## src/tph_pkg.sv

```systemverilog
// Shared types and constants for the triangle point height block.
`timescale 1ns / 1ps

package tph_pkg;

    localparam int QW   = 25;   // vertex minus query, eight fraction bits
    localparam int DW   = 17;   // vertex coordinate differences
    localparam int PEW  = 50;   // edge partial products
    localparam int PW   = 35;   // plane coefficients and denominator
    localparam int TW   = 64;   // plane numerator total
    localparam int BW   = 43;   // divisor magnitude
    localparam int RW   = 44;   // divider remainder
    localparam int QBW  = 25;   // quotient bits kept before saturation
    localparam int NW   = 80;   // scaled dividend
    localparam int SPLIT = 18;  // low slice of a split multiplier operand

    localparam logic [QBW-1:0] Q_POS_LIM = 25'd8388607;
    localparam logic [QBW-1:0] Q_NEG_LIM = 25'd8388608;
    localparam logic signed [23:0] HEIGHT_MAX = 24'sh7FFFFF;
    localparam logic signed [23:0] HEIGHT_MIN = 24'sh800000;

    typedef struct packed {
        logic signed [15:0] v0_x;
        logic signed [15:0] v0_y;
        logic signed [15:0] v0_z;
        logic signed [15:0] v1_x;
        logic signed [15:0] v1_y;
        logic signed [15:0] v1_z;
        logic signed [15:0] v2_x;
        logic signed [15:0] v2_y;
        logic signed [15:0] v2_z;
        logic signed [23:0] query_x;
        logic signed [23:0] query_z;
        logic [15:0]        surface_tag;
    } t_in_word;

    typedef struct packed {
        logic               inside_res;
        logic               hit;
        logic signed [23:0] height;
        logic [15:0]        surface_out;
    } t_out_word;

    typedef struct packed {
        logic               in_tri;
        logic signed [PW-1:0] den;
        logic signed [PW-1:0] a_coef;
        logic signed [PW-1:0] b_coef;
        logic signed [QW-1:0] x0q;
        logic signed [QW-1:0] z0q;
        logic signed [15:0] y0;
        logic [15:0]        tag;
    } t_front;

    typedef struct packed {
        logic [RW-1:0]  rem;
        logic [QBW-1:0] num_lo;
        logic [BW-1:0]  div;
        logic [QBW-1:0] quo;
        logic           ovf;
        logic           neg;
        logic           in_tri;
        logic           hit;
        logic [15:0]    tag;
    } t_div;

endpackage

```

## src/tph_div_step.sv

```systemverilog
// One restoring division stage of the triangle point height block.
`timescale 1ns / 1ps

module tph_div_step (
    input  logic          i_clk,
    input  logic          i_rst_n,
    input  logic          i_valid,
    input  tph_pkg::t_div i_div,
    output logic          o_valid,
    output tph_pkg::t_div o_div
);
    import tph_pkg::*;

    logic [RW-1:0] w_trial;
    logic          w_take;
    logic          r_valid;
    t_div          r_div;

    assign w_trial = {i_div.rem[RW-2:0], i_div.num_lo[QBW-1]};
    assign w_take  = w_trial >= {1'b0, i_div.div};

    always_ff @(posedge i_clk) begin
        if (!i_rst_n) begin
            r_valid <= 1'b0;
        end else begin
            r_valid <= i_valid;
        end
        r_div.rem    <= w_take ? (w_trial - {1'b0, i_div.div}) : w_trial;
        r_div.num_lo <= {i_div.num_lo[QBW-2:0], 1'b0};
        r_div.div    <= i_div.div;
        r_div.quo    <= {i_div.quo[QBW-2:0], w_take};
        r_div.ovf    <= i_div.ovf;
        r_div.neg    <= i_div.neg;
        r_div.in_tri <= i_div.in_tri;
        r_div.hit    <= i_div.hit;
        r_div.tag    <= i_div.tag;
    end

    assign o_valid = r_valid;
    assign o_div   = r_div;

endmodule

```

## config.mk

```make
export PLATFORM = sky130hd
export DESIGN_NAME = tph_div_step
export DESIGN_NICKNAME = d
export VERILOG_FILES = /design/src/tph_pkg.sv /design/src/tph_div_step.sv
export SDC_FILE = /design/constraint.sdc
export NUM_CORES = 1
export LEC_CHECK = 0
export BUFFER_PORTS_ARGS = -buffer_cell sky130_fd_sc_hd__buf_2
export CAP_MARGIN = 0
export CORE_UTILIZATION = 41
export CTS_CLUSTER_DIAMETER = 30
export DETAILED_ROUTE_END_ITERATION = 8
export GPL_ROUTABILITY_DRIVEN = 1
export GPL_TIMING_DRIVEN = 0
export PLACE_DENSITY = 0.76
export REMOVE_ABC_BUFFERS = 1
export SETUP_SLACK_MARGIN = 0.1
export SLEW_MARGIN = 25
export SYNTH_ARGS = -nofsm -noshare
export SYNTH_HDL_FRONTEND = slang
export SYNTH_SLANG_ARGS = --single-unit
```

## constraint.sdc

```tcl
create_clock -name i_clk -period 2.9 [get_ports i_clk]
set_input_delay 0.58 -clock i_clk [delete_from_list [all_inputs] [get_ports i_clk]]
set_output_delay 0.58 -clock i_clk [all_outputs]
set_load 0.1 [all_outputs]
```

Yosys cells after proc, flatten, opt, wreduce, memory -nomap -nowiden
Cells that the tools add are included.

operators by class
  $add $sub $neg = 1
  $mul = 0
  div/mod/pow operators = 0
  magnitude comparators = 1
  equality and inequality tests = 0
  shift operators = 0
  multiplexer cells = 1
  bitwise operators = 0
  reduce and logical (&&, ||, !) cells = 0

operators with widths
  operator          count
  $ge A44 B43 Y1    1
  $mux W44          1
  $sub A44 B43 Y44  1

word-level totals
  bits in registers = 157
  bits in latches = 0
  bits in writable memories = 0
  bits in read-only memories = 0
  output and inout port bits = 158
  logic and storage cells = 13
  memories = 0

Longest topological paths before layout
Gate-level depths: netlist of run 1.

  word-level depth = 2
  mapped depth = 14
  gate-level depth less buffers = 12

Least setup slack after synthesis of run 1
No wires, ideal clock.

  path type = in2reg
  from = input port i_div[63] (netlist bit)
  to = register r_div, in the netlist o_div[127]
  setup time = 121 ps
  data arrival time = 2946 ps
  data required time = 2779 ps
  setup slack = -167 ps
  stages on the path = 13
  path buffers = 3
  cell sequence = inv_1 ha_1 buf_2 nand4_1 nor2_1 and4_1 a41o_1 a41oi_1 or4b_1 and2_1 buf_6 buf_6 mux2_4

between the ends
  longest elaborated chain between the ends = 2

ends and longest elaborated chain
  what                RTL line            RTL
  start: declaration  tph_div_step.sv:8   input tph_pkg::t_div i_div,
  $ge A44 B43 Y1      tph_div_step.sv:20  assign w_take = w_trial >= {1'b0, i_div.div};
  $mux W44            tph_div_step.sv:28  r_div.rem <= w_take ? (w_trial - {1'b0, i_div.div}) : w_trial;
  end: declaration    tph_div_step.sv:17  t_div r_div;

No other way between the ends.
A chain may end at the register's enable or synchronous reset.

Worst setup path after layout of run 1
  from = input port i_div[60] (netlist bit)
  to = register r_div, in the netlist o_div[146]

between the ends
  longest elaborated chain between the ends = 2

ends and longest elaborated chain
  what                                                RTL line
  $sub A44 B43 Y44 or $ge A44 B43 Y1 (tied branches)  tph_div_step.sv:28, tph_div_step.sv:20
  $mux W44 *                                          tph_div_step.sv:28

Mark *: on every way between the ends. The rest lies on a longest branch, timed or not.

==> reports/summary.txt, run 1 <==
hpwl dp: 14,350 um
Synth top area share: 49.33%
Post-Syn Instances: 674
Slew HR: 65.03%
leak pwr: 4.493 nW
ys async rst share: 0%
Post-synth top flop: dfxtp_1
Synth Register Bits: 157
DRC: 0
synth warn: 0
Max Used Layer: met4
wire per inst: 15.94 um
Netlist cell types: 50
Hold Path Cell Cnt: 1
die width: 126.7 um
kind of critical path: in -> reg
via count: 6,033
H-tree depth: 4
total gr overflow: 0
number of global-route vias before repair: 5,727
gr usage total: 23.24%
met2 WL: 9706 um
fin. max-slew vios: 0
root buffer cell: clkbuf_16
Peak VDD IR: 0.4817 mV
vias per cell: 5.007
met3 wire len: 1326 um
row cnt: 45
FMAX: 0.3599 GHz
post-route clock period utilization: 95.81%
Buffers on Ports: 314
most frequent cell after synthesis: dfxtp_1
worst path required time: 3200 ps
Total Wirelength: 19,210 um
IO Count: 318
max-cap violations: 0
number of synthesized flops with an enable pin: 0
status: complete, no violations
synth top area cells: dfxtp_1, ha_1, a21oi_1, nor2_1, xnor2_1
Routed Antenna Nets: 0
Final setup viols: 0
Num CTS Buffers: 17
core footprint: 15,200 um2
clk buf depth: 2
drt pass-1 iters: 5
nets@finish: 1,208
RSZ-0062 raised after global routing: no
element type at the critical path end: flip-flop
Avg Cell Area, Syn: 9.453 um2
cell taking the most area after synthesis: dfxtp_1
Tightest Pin Transition: 528.2 ps
top cells by count, synth: dfxtp_1, a21oi_1, nor2_1
Post-Syn Area: 6371 um2
CTS tree: built
Total Power: 7.859 mW
RePlAce Congestion: 0.9031
global-route wire length before repair: 28,750 um
Final Hold Vio Count: 0
minimum clock period: 2778 ps
Hold Crit Class: in -> reg
n_diodes: 0
CP Launch Type: input pin
layout cells sized above 1: 45.03%
WHS: 243.5 ps
DRT iter0 DRCs: 328
DIE AREA: 16,040 um2
initial antenna violation count: 0
register area share after synthesis: 49.33%
CP max FO: 11
DIE HEIGHT: 126.7 um
largest net degree at the start of global routing: 22
met1 wire length: 7727 um
CP arrival: 3080 ps
clock slew at the register clock pins of the worst setup and hold paths: 70 ps
area growth from synthesis to layout: 46.37%
P per Cell Area: 842.8 nW/um2
Clock Sinks: 157
Initial Util: 41.91%
==> layout by cell type (no fill, tap or decap), drive strengths merged, types with 3 or more instances in the layout <==
cell type,count
nor4,3
o211ai,7
dfxtp,157
a31oi,8
mux2,8
buf,333
o21a,8
o31ai,3
and2,6
nor3,9
inv,63
a21o,17
nand2b,6
clkbuf,18
a211oi,6
a21oi,86
o21bai,7
and3,4
xnor2,25
nand3,9
xor2,16
nor2,61
ha,43
o21ai,33
nand2,43
bufinv,3
nor2b,3
nand4,10
==> flip-flops by register name (all words and copies together), names as in the netlist <==
register / count
o_div: 156
o_valid: 1
==> cell families (layout without fill, tap and decap cells) <==
kind of cell             count (synthesis)  in the layout  synth area share (%)
AO/OA/AOI/OAI                          186            186                 17.54
AND/OR/NAND/NOR                        158            159                 11.35
flip-flops                             157            157                 49.33
buffers and inverters                   79            421                 5.616
adder cells (fa/ha/maj)                 44             44                 8.759
XOR/XNOR                                41             41                 5.636
multiplexers                             8              8                 1.708
other                                    1              1               0.05886
==> layer usage <==
layer	GRT usage, %	up-vias
met2	41.66	258
li1	-	2975
met4	8.123	0
met3	6.875	30
met1	26.21	2770
met5	0	-
==> final cells by class <==
type                       instances  area [um2]
tap                              188       235.2
sequential                       157        3143
inverter                          54       202.7
multi-input combinational        439        3306
clock buffer                      18       429.2
clock inverter                    14       196.4
fill                            1298        5877
timing repair buffer             335        1813
==> report_power, final <==
group | internal [mW] | switching (mW) | leakage [nW] | total (mW)
Sequential | 2.39 | 0.0503 | 1.32 | 2.44
Combinational | 0.687 | 2.37 | 2.86 | 3.05
Clock | 1.39 | 0.975 | 0.308 | 2.37
==> per-stage QoR <==
step	setup WS, ps	utilization, %	std cells	TNS, ps	instance area [um2]
3_3_place_gp	-2580	52.77	1151	-104380	8023
3_5_place_dp	-1016	52.92	1152	-32130	8045
2_1_floorplan	-1410	-	649	-54430	6216
6_report	121.6	61.34	1205	0	9325
5_1_grt	67.21	61.34	1205	0	9325
4_1_cts	100.0	58.81	1200	0	8941
==> worst max-delay path, stage by stage <==
cell     delay, ps
buf_2          100
inv_1           70
ha_2           320
and3_4         190
and2_2         220
a41o_1         220
a41oi_2        180
or4b_4         500
and2_4         210
buf_12         160
buf_4          140
nor2_1         120
a21oi_1         60
==> final timing paths <==
path	end	slack [ps]	from
worst min-delay path	o_div[33]$_DFF_P_	240	i_div[32]
worst max-delay path	o_div[146]$_DFF_P_	120	i_div[60]
==> what timing repair did <==
action / 4_1_cts / 5_1_grt
setup buffers: 13 / 6
endpoints found under the hold margin: 0 / 0
hold buffers: 0 / 0
resized for setup: 29 / 81
setup endpoints to repair: 45 / 43
pin swaps: 11 / 22
gates cloned: 3 / 0
Note: power is estimated with default switching activity, not from simulation.
==> inputs of run 2 (changes only) <==
--- a/config.mk
+++ b/config.mk
@@ -13,6 +13,7 @@
 export GPL_ROUTABILITY_DRIVEN = 1
 export GPL_TIMING_DRIVEN = 0
 export PLACE_DENSITY = 0.76
+export RECOVER_POWER = 100
 export REMOVE_ABC_BUFFERS = 1
 export SETUP_SLACK_MARGIN = 0.1
 export SLEW_MARGIN = 25
==> run 2 against run 1 <==
Effect of this change:
- sequential share of layout area grew 1.0 points
- combinational power decreased by 3%
- cell count unchanged
- first-iteration DRC count down 16%
- critical path depth fell by 1
- clock power is essentially flat
- largest cell class unchanged
- critical endpoint is now o_div[119]$_DFF_P_
- worst setup slack got worse by 15 ps
- clock-buffer cell count unchanged
- core utilization decreased by 1.8 points
- sequential power barely moved
- via count is 0.40% higher
==> reports/summary.txt, run 2 (synthesis results as in run 1) <==
status: complete, no violations
Int Power: 4.375 mW
fin. max-slew vios: 0
Final Hold Vio Count: 0
total gr overflow: 0
Slew HR: 16.86%
area growth from synthesis to layout: 42.05%
H-tree depth: 4
Hold Crit Class: in -> reg
gr usage total: 23.24%
Finished Layout Cells: 1,205
IO Count: 318
Buffers on Ports: 314
post-route clock period utilization: 96.32%
clock group share of total power: 30.5%
minimum clock period: 2793 ps
Total Power: 7.769 mW
layout cells sized above 1: 26.94%
Stages on worst setup path: 12
Critical Path, Cell by Cell: buf_2 > inv_1 > ha_2 > and3_4 > and2_2 > a41o_1 > a41oi_2 > or4b_4 > and2_4 > bufbuf_16 > nor2_1 > a21oi_1
DIE AREA: 16,040 um2
DIE HEIGHT: 126.7 um
P per Cell Area: 858.5 nW/um2
kind of critical path: in -> reg
DRC: 0
crit-path leading delay family: simple AND/OR/NAND/NOR gates
CP arrival: 3090 ps
largest net degree at the start of global routing: 22
Routed Antenna Nets: 0
RePlAce Congestion: 0.9031
element type at the critical path end: flip-flop
global-route wire length before repair: 28,750 um
max-cap violations: 0
hpwl dp: 14,350 um
RSZ-0062 raised after global routing: no
n_diodes: 0
leak pwr: 3.971 nW
Initial Util: 41.91%
Num CTS Buffers: 17
Finished Cell Area: 9050 um2
clock slew at the register clock pins of the worst setup and hold paths: 70 ps
number of global-route vias before repair: 5,727
CP max FO: 11
Clock Sinks: 157
wire per inst: 15.92 um
Hold Path Cell Cnt: 1
core footprint: 15,200 um2
FILL cells: 1,402
initial antenna violation count: 0
Hold Path Origin: i_div[32]
via count: 6,057
nets@finish: 1,208
crit path max-delay cell type: or4b_4
sequential share of power: 31.4%
worst stage delay on the critical path: 500 ps
P_sw: 3.394 mW
Tightest Pin Transition: 1252 ps
Sw Share: 43.69%
vias per cell: 5.027
drt pass-1 iters: 5
Cell Area, Placed: 8045 um2
DRT iter0 DRCs: 275
die width: 126.7 um
Comb power frac: 38.1%
CTS tree: built
commonest cells after routing, fill and taps aside: clkbuf_1, dfxtp_1, buf_2
worst hold path endpoint: o_div[33]$_DFF_P_
root buffer cell: clkbuf_16
Peak VDD IR: 0.4755 mV
Final setup viols: 0
Total Wirelength: 19,190 um
worst path required time: 3200 ps
dpl cells: 1,152
max reg flops: 156
row cnt: 45
Buf/Inv on CP: 3
FMAX: 0.3580 GHz
setup TNS: 0 ps
Post-CTS Hold Buffers: 0
clk buf depth: 2
CP Launch Type: input pin
commonest non-fill, non-tap cell in the layout: clkbuf_1
-- run 2: changes by cell type in the layout (fill, tap and decap cells not counted) --
cell       before  now
mux2_4          5    3
and2_1          3    1
clkbuf_4        0    2
nor2_2          4    3
o211ai_1        6    7
bufbuf_16       2    1
nor2_1         55   56
and2_0          0    2
o211ai_2        1    0
mux2_1          0    2
buf_2         312  136
clkbuf_1        1  181
buf_4          18   13
-- run 2: worst max path at each step --
| stage | startpoint | end | slack (ps) |
|---|---|---|---|
| 2_1_floorplan | i_div[112] | o_div[117]$_DFF_P_ | -1410 |
| 3_3_place_gp | i_div[45] | o_div[116]$_DFF_P_ | -2580 |
| 3_5_place_dp | i_div[45] | o_div[117]$_DFF_P_ | -1020 |
| 4_1_cts | i_div[64] | o_div[116]$_DFF_P_ | 100 |
| 5_1_grt | i_div[61] | o_div[119]$_DFF_P_ | 50 |
| 6_report | i_div[60] | o_div[119]$_DFF_P_ | 110 |
-- run 2: through the flow --
step	setup WS (ps)	hold slack, ps	util [%]
4_1_cts	100.0	225.2	58.81
6_report	106.8	245.3	59.53
3_5_place_dp	-1016	683.6	52.92
2_1_floorplan	-1410	607.7	-
3_3_place_gp	-2580	682.5	52.77
5_1_grt	46.00	213.3	59.53
-- run 2: metal layers --
| layer | part of all wire, % | vias to the layer above | GRT usage [%] |
|---|---|---|---|
| met5 | 0 | - | 0 |
| met1 | 40 | 2799 | 26.21 |
| met4 | 2.2 | 0 | 8.123 |
| li1 | - | 2977 | - |
| met2 | 51 | 254 | 41.66 |
| met3 | 7.1 | 27 | 6.875 |
-- run 2: repair_timing --
item                       4_1_cts  5_1_grt
pin swaps                       11       22
setup buffers                   13        6
resized for setup               29       81
setup endpoints to repair       45       43
cloned                           3        0
-- run 2: cell type report --
class	count	area, um2	area share, %
Multi-Input combinational cell	439	3291	36.36
Sequential cell	157	3143	34.73
Timing Repair Buffer	335	1553	17.16
Clock buffer	18	429.2	4.742
Tap cell	188	235.2	2.599
Inverter	54	202.7	2.240
Clock inverter	14	196.4	2.171
-- run 2: power by group through the flow --
stage | combinational (mW) | sequential (mW) | clock, mW
floorplan | 0.644 | 4.16 | 0
global placement | 2.83 | 2.48 | 0
detailed placement | 2.84 | 2.48 | 0
CTS | 2.95 | 2.44 | 2.42
global route | 3.09 | 2.46 | 2.53
finish | 2.96 | 2.44 | 2.37
==> inputs of run 3 (changes only) <==
--- a/config.mk
+++ b/config.mk
@@ -5,14 +5,15 @@
 export SDC_FILE = /design/constraint.sdc
 export NUM_CORES = 1
 export LEC_CHECK = 0
+export ABC_AREA = 1
 export BUFFER_PORTS_ARGS = -buffer_cell sky130_fd_sc_hd__buf_2
 export CAP_MARGIN = 0
-export CORE_UTILIZATION = 41
+export CORE_UTILIZATION = 44
 export CTS_CLUSTER_DIAMETER = 30
 export DETAILED_ROUTE_END_ITERATION = 8
 export GPL_ROUTABILITY_DRIVEN = 1
 export GPL_TIMING_DRIVEN = 0
-export PLACE_DENSITY = 0.76
+export PLACE_DENSITY = 0.77
 export RECOVER_POWER = 100
 export REMOVE_ABC_BUFFERS = 1
 export SETUP_SLACK_MARGIN = 0.1
==> run 3 against run 2 <==
Effect of this change:
- largest power group unchanged
- sequential share of layout area down 2.6 points
- maximum frequency is 4.1% higher
- area after synthesis up 20%
==> reports/summary.txt, run 3 <==
status: complete, no violations
DRC: 0
clk buf depth: 2
vias per cell: 4.630
n_diodes: 0
CP max FO: 23
clock group share of total power: 30.1%
die width: 134.0 um
ys async rst share: 0%
total gr overflow: 0
hpwl dp: 20,520 um
via count: 7,668
Routed Antenna Nets: 0
IO Count: 318
max-cap violations: 0
Post-CTS Setup Inserts: 0
largest net degree at the start of global routing: 48
CP Launch Type: input pin
leak pwr: 5.399 nW
Peak VDD IR: 0.6362 mV
minimum clock period: 2683 ps
most frequent cell after synthesis: nand2_1
sequential share of power: 32.6%
cell taking the most area after synthesis: dfxtp_1
Tightest Pin Transition: 1390 ps
number of global-route vias before repair: 7,307
register area share after synthesis: 40.98%
RePlAce Congestion: 0.9196
Final Hold Vio Count: 0
initial antenna violation count: 2
P per Cell Area: 756.1 nW/um2
Cell Area, Placed: 9414 um2
layout cells sized above 1: 15.04%
global-route wire length before repair: 37,900 um
setup TNS: 0 ps
P_sw: 3.424 mW
Finished Cell Area: 9786 um2
Int Power: 3.974 mW
FILL cells: 1,753
CTS tree: built
DIE AREA: 17,960 um2
clock slew at the register clock pins of the worst setup and hold paths: 70 ps
Comb power frac: 37.3%
drt pass-1 iters: 5
Sw Share: 46.28%
number of synthesized flops with an enable pin: 0
Total Wirelength: 25,160 um
nets@finish: 1,627
area growth from synthesis to layout: 27.59%
Post-Syn Area: 7670 um2
FMAX: 0.3727 GHz
commonest non-fill, non-tap cell in the layout: nand2_1
worst path required time: 3180 ps
wire per inst: 15.19 um
H-tree depth: 4
synth warn: 0
top cells by count, synth: nand2_1, inv_1, dfxtp_1
fin. max-slew vios: 0
DIE HEIGHT: 134.0 um
Synth Register Bits: 157
Avg Cell Area, Syn: 6.979 um2
Slew HR: 7.743%
Synth top area share: 40.98%
Hold Crit Class: in -> reg
element type at the critical path end: flip-flop
root buffer cell: clkbuf_16
gr usage total: 27.83%
commonest cells after routing, fill and taps aside: nand2_1, inv_1, clkbuf_1
Post-Syn Instances: 1,099
core footprint: 16,820 um2
Final setup viols: 0
Total Power: 7.398 mW
Netlist cell types: 34
synth top area cells: dfxtp_1, nand2_1, inv_1, ha_1, nor2_1
row cnt: 47
Initial Util: 45.60%
RSZ-0062 raised after global routing: no
max reg flops: 156
kind of critical path: in -> reg
CP arrival: 2960 ps
Buffers on Ports: 314
Post-synth top flop: dfxtp_1
Clock Sinks: 157
Post-CTS Hold Buffers: 0
post-route clock period utilization: 92.53%
WHS: 240.5 ps
Num CTS Buffers: 17
DRT iter0 DRCs: 401
## run 3: cell count changes in the layout (fill, tap and decap cells not counted), moves of 17 or more
cell     before  now
inv_1        45  209
xnor2_1      25    0
nand2_1      39  423
ha_1         10   43
nand3_1       9   44
a21oi_1      77   35
a21o_1       17    0
o21ai_0      25    6
ha_4         17    0
## run 3: logic make-up after synthesis
logic type | count (synthesis) | share of synthesized area, %
other | 1 | 0.04889
and+or+nand+nor | 595 | 33.36
buffers and inverters | 227 | 11.96
DFF | 157 | 40.98
AOI/OAI and AO/OA | 53 | 3.866
xor gates and xnor gates | 22 | 2.512
adders and majority gates | 44 | 7.276
## run 3: final timing paths
| path | endpoint | cells past startpoint | slack [ps] | startpoint |
|---|---|---|---|---|
| worst max-delay path | o_div[114]$_DFF_P_ | 14 | 220 | i_div[112] |
| worst min-delay path | o_div[17]$_DFF_P_ | 1 | 240 | i_div[17] |
## run 3: per-layer routing
metal	wire length (um)	vias up	GRT usage, %
li1	-	3946	-
met3	1676	29	6.236
met5	16	-	0
met1	10370	3436	32.97
met2	12590	253	50.52
met4	501	4	6.929
## run 3: worst max-delay path, cell delays in order
cell	delay (ps)
buf_2	80
inv_1	40
ha_1	200
fa_1	370
inv_1	130
nand2_1	100
nand2_1	110
nand4_1	100
nand3_1	180
nand2_1	100
nand2_1	110
nand2_2	120
nand2_2	560
o21ai_0	170
## run 3: area by class of cell
| class | count | area, um2 | share of cell area [%] |
|---|---|---|---|
| clock buffer | 17 | 425.4 | 4.347 |
| clock inverter | 15 | 170.2 | 1.739 |
| inverter | 217 | 817.0 | 8.349 |
| multi-input combinational | 716 | 3605 | 36.84 |
| sequential | 157 | 3143 | 32.12 |
| tap | 220 | 275.3 | 2.813 |
| timing repair buffer | 314 | 1350 | 13.80 |
## run 3: timing repair
item / 4_1_cts / 5_1_grt
resized for setup: 2 / 0
pin swaps: 0 / 1
setup endpoints to repair: 42 / 3
gates cloned: 0 / 1
## run 3: power by group through the flow
stage          Combinational [mW]  Sequential, mW  Clock [mW]
5_1_grt                      2.91            2.43        2.36
4_1_cts                      2.83            2.41        2.26
6_report                     2.76            2.42        2.23
2_1_floorplan               0.717            3.98           0
3_3_place_gp                 2.80            2.45           0
3_5_place_dp                 2.82            2.46           0
## run 3: stage by stage
step / worst slack [ps] / utilization, % / std cells
2_1_floorplan: 189.5 / - / 1089
3_3_place_gp: -621.0 / 55.97 / 1623
3_5_place_dp: -632.0 / 55.97 / 1623
4_1_cts: 265.6 / 59.58 / 1655
5_1_grt: 86.78 / 58.18 / 1656
6_report: 216.7 / 58.18 / 1656
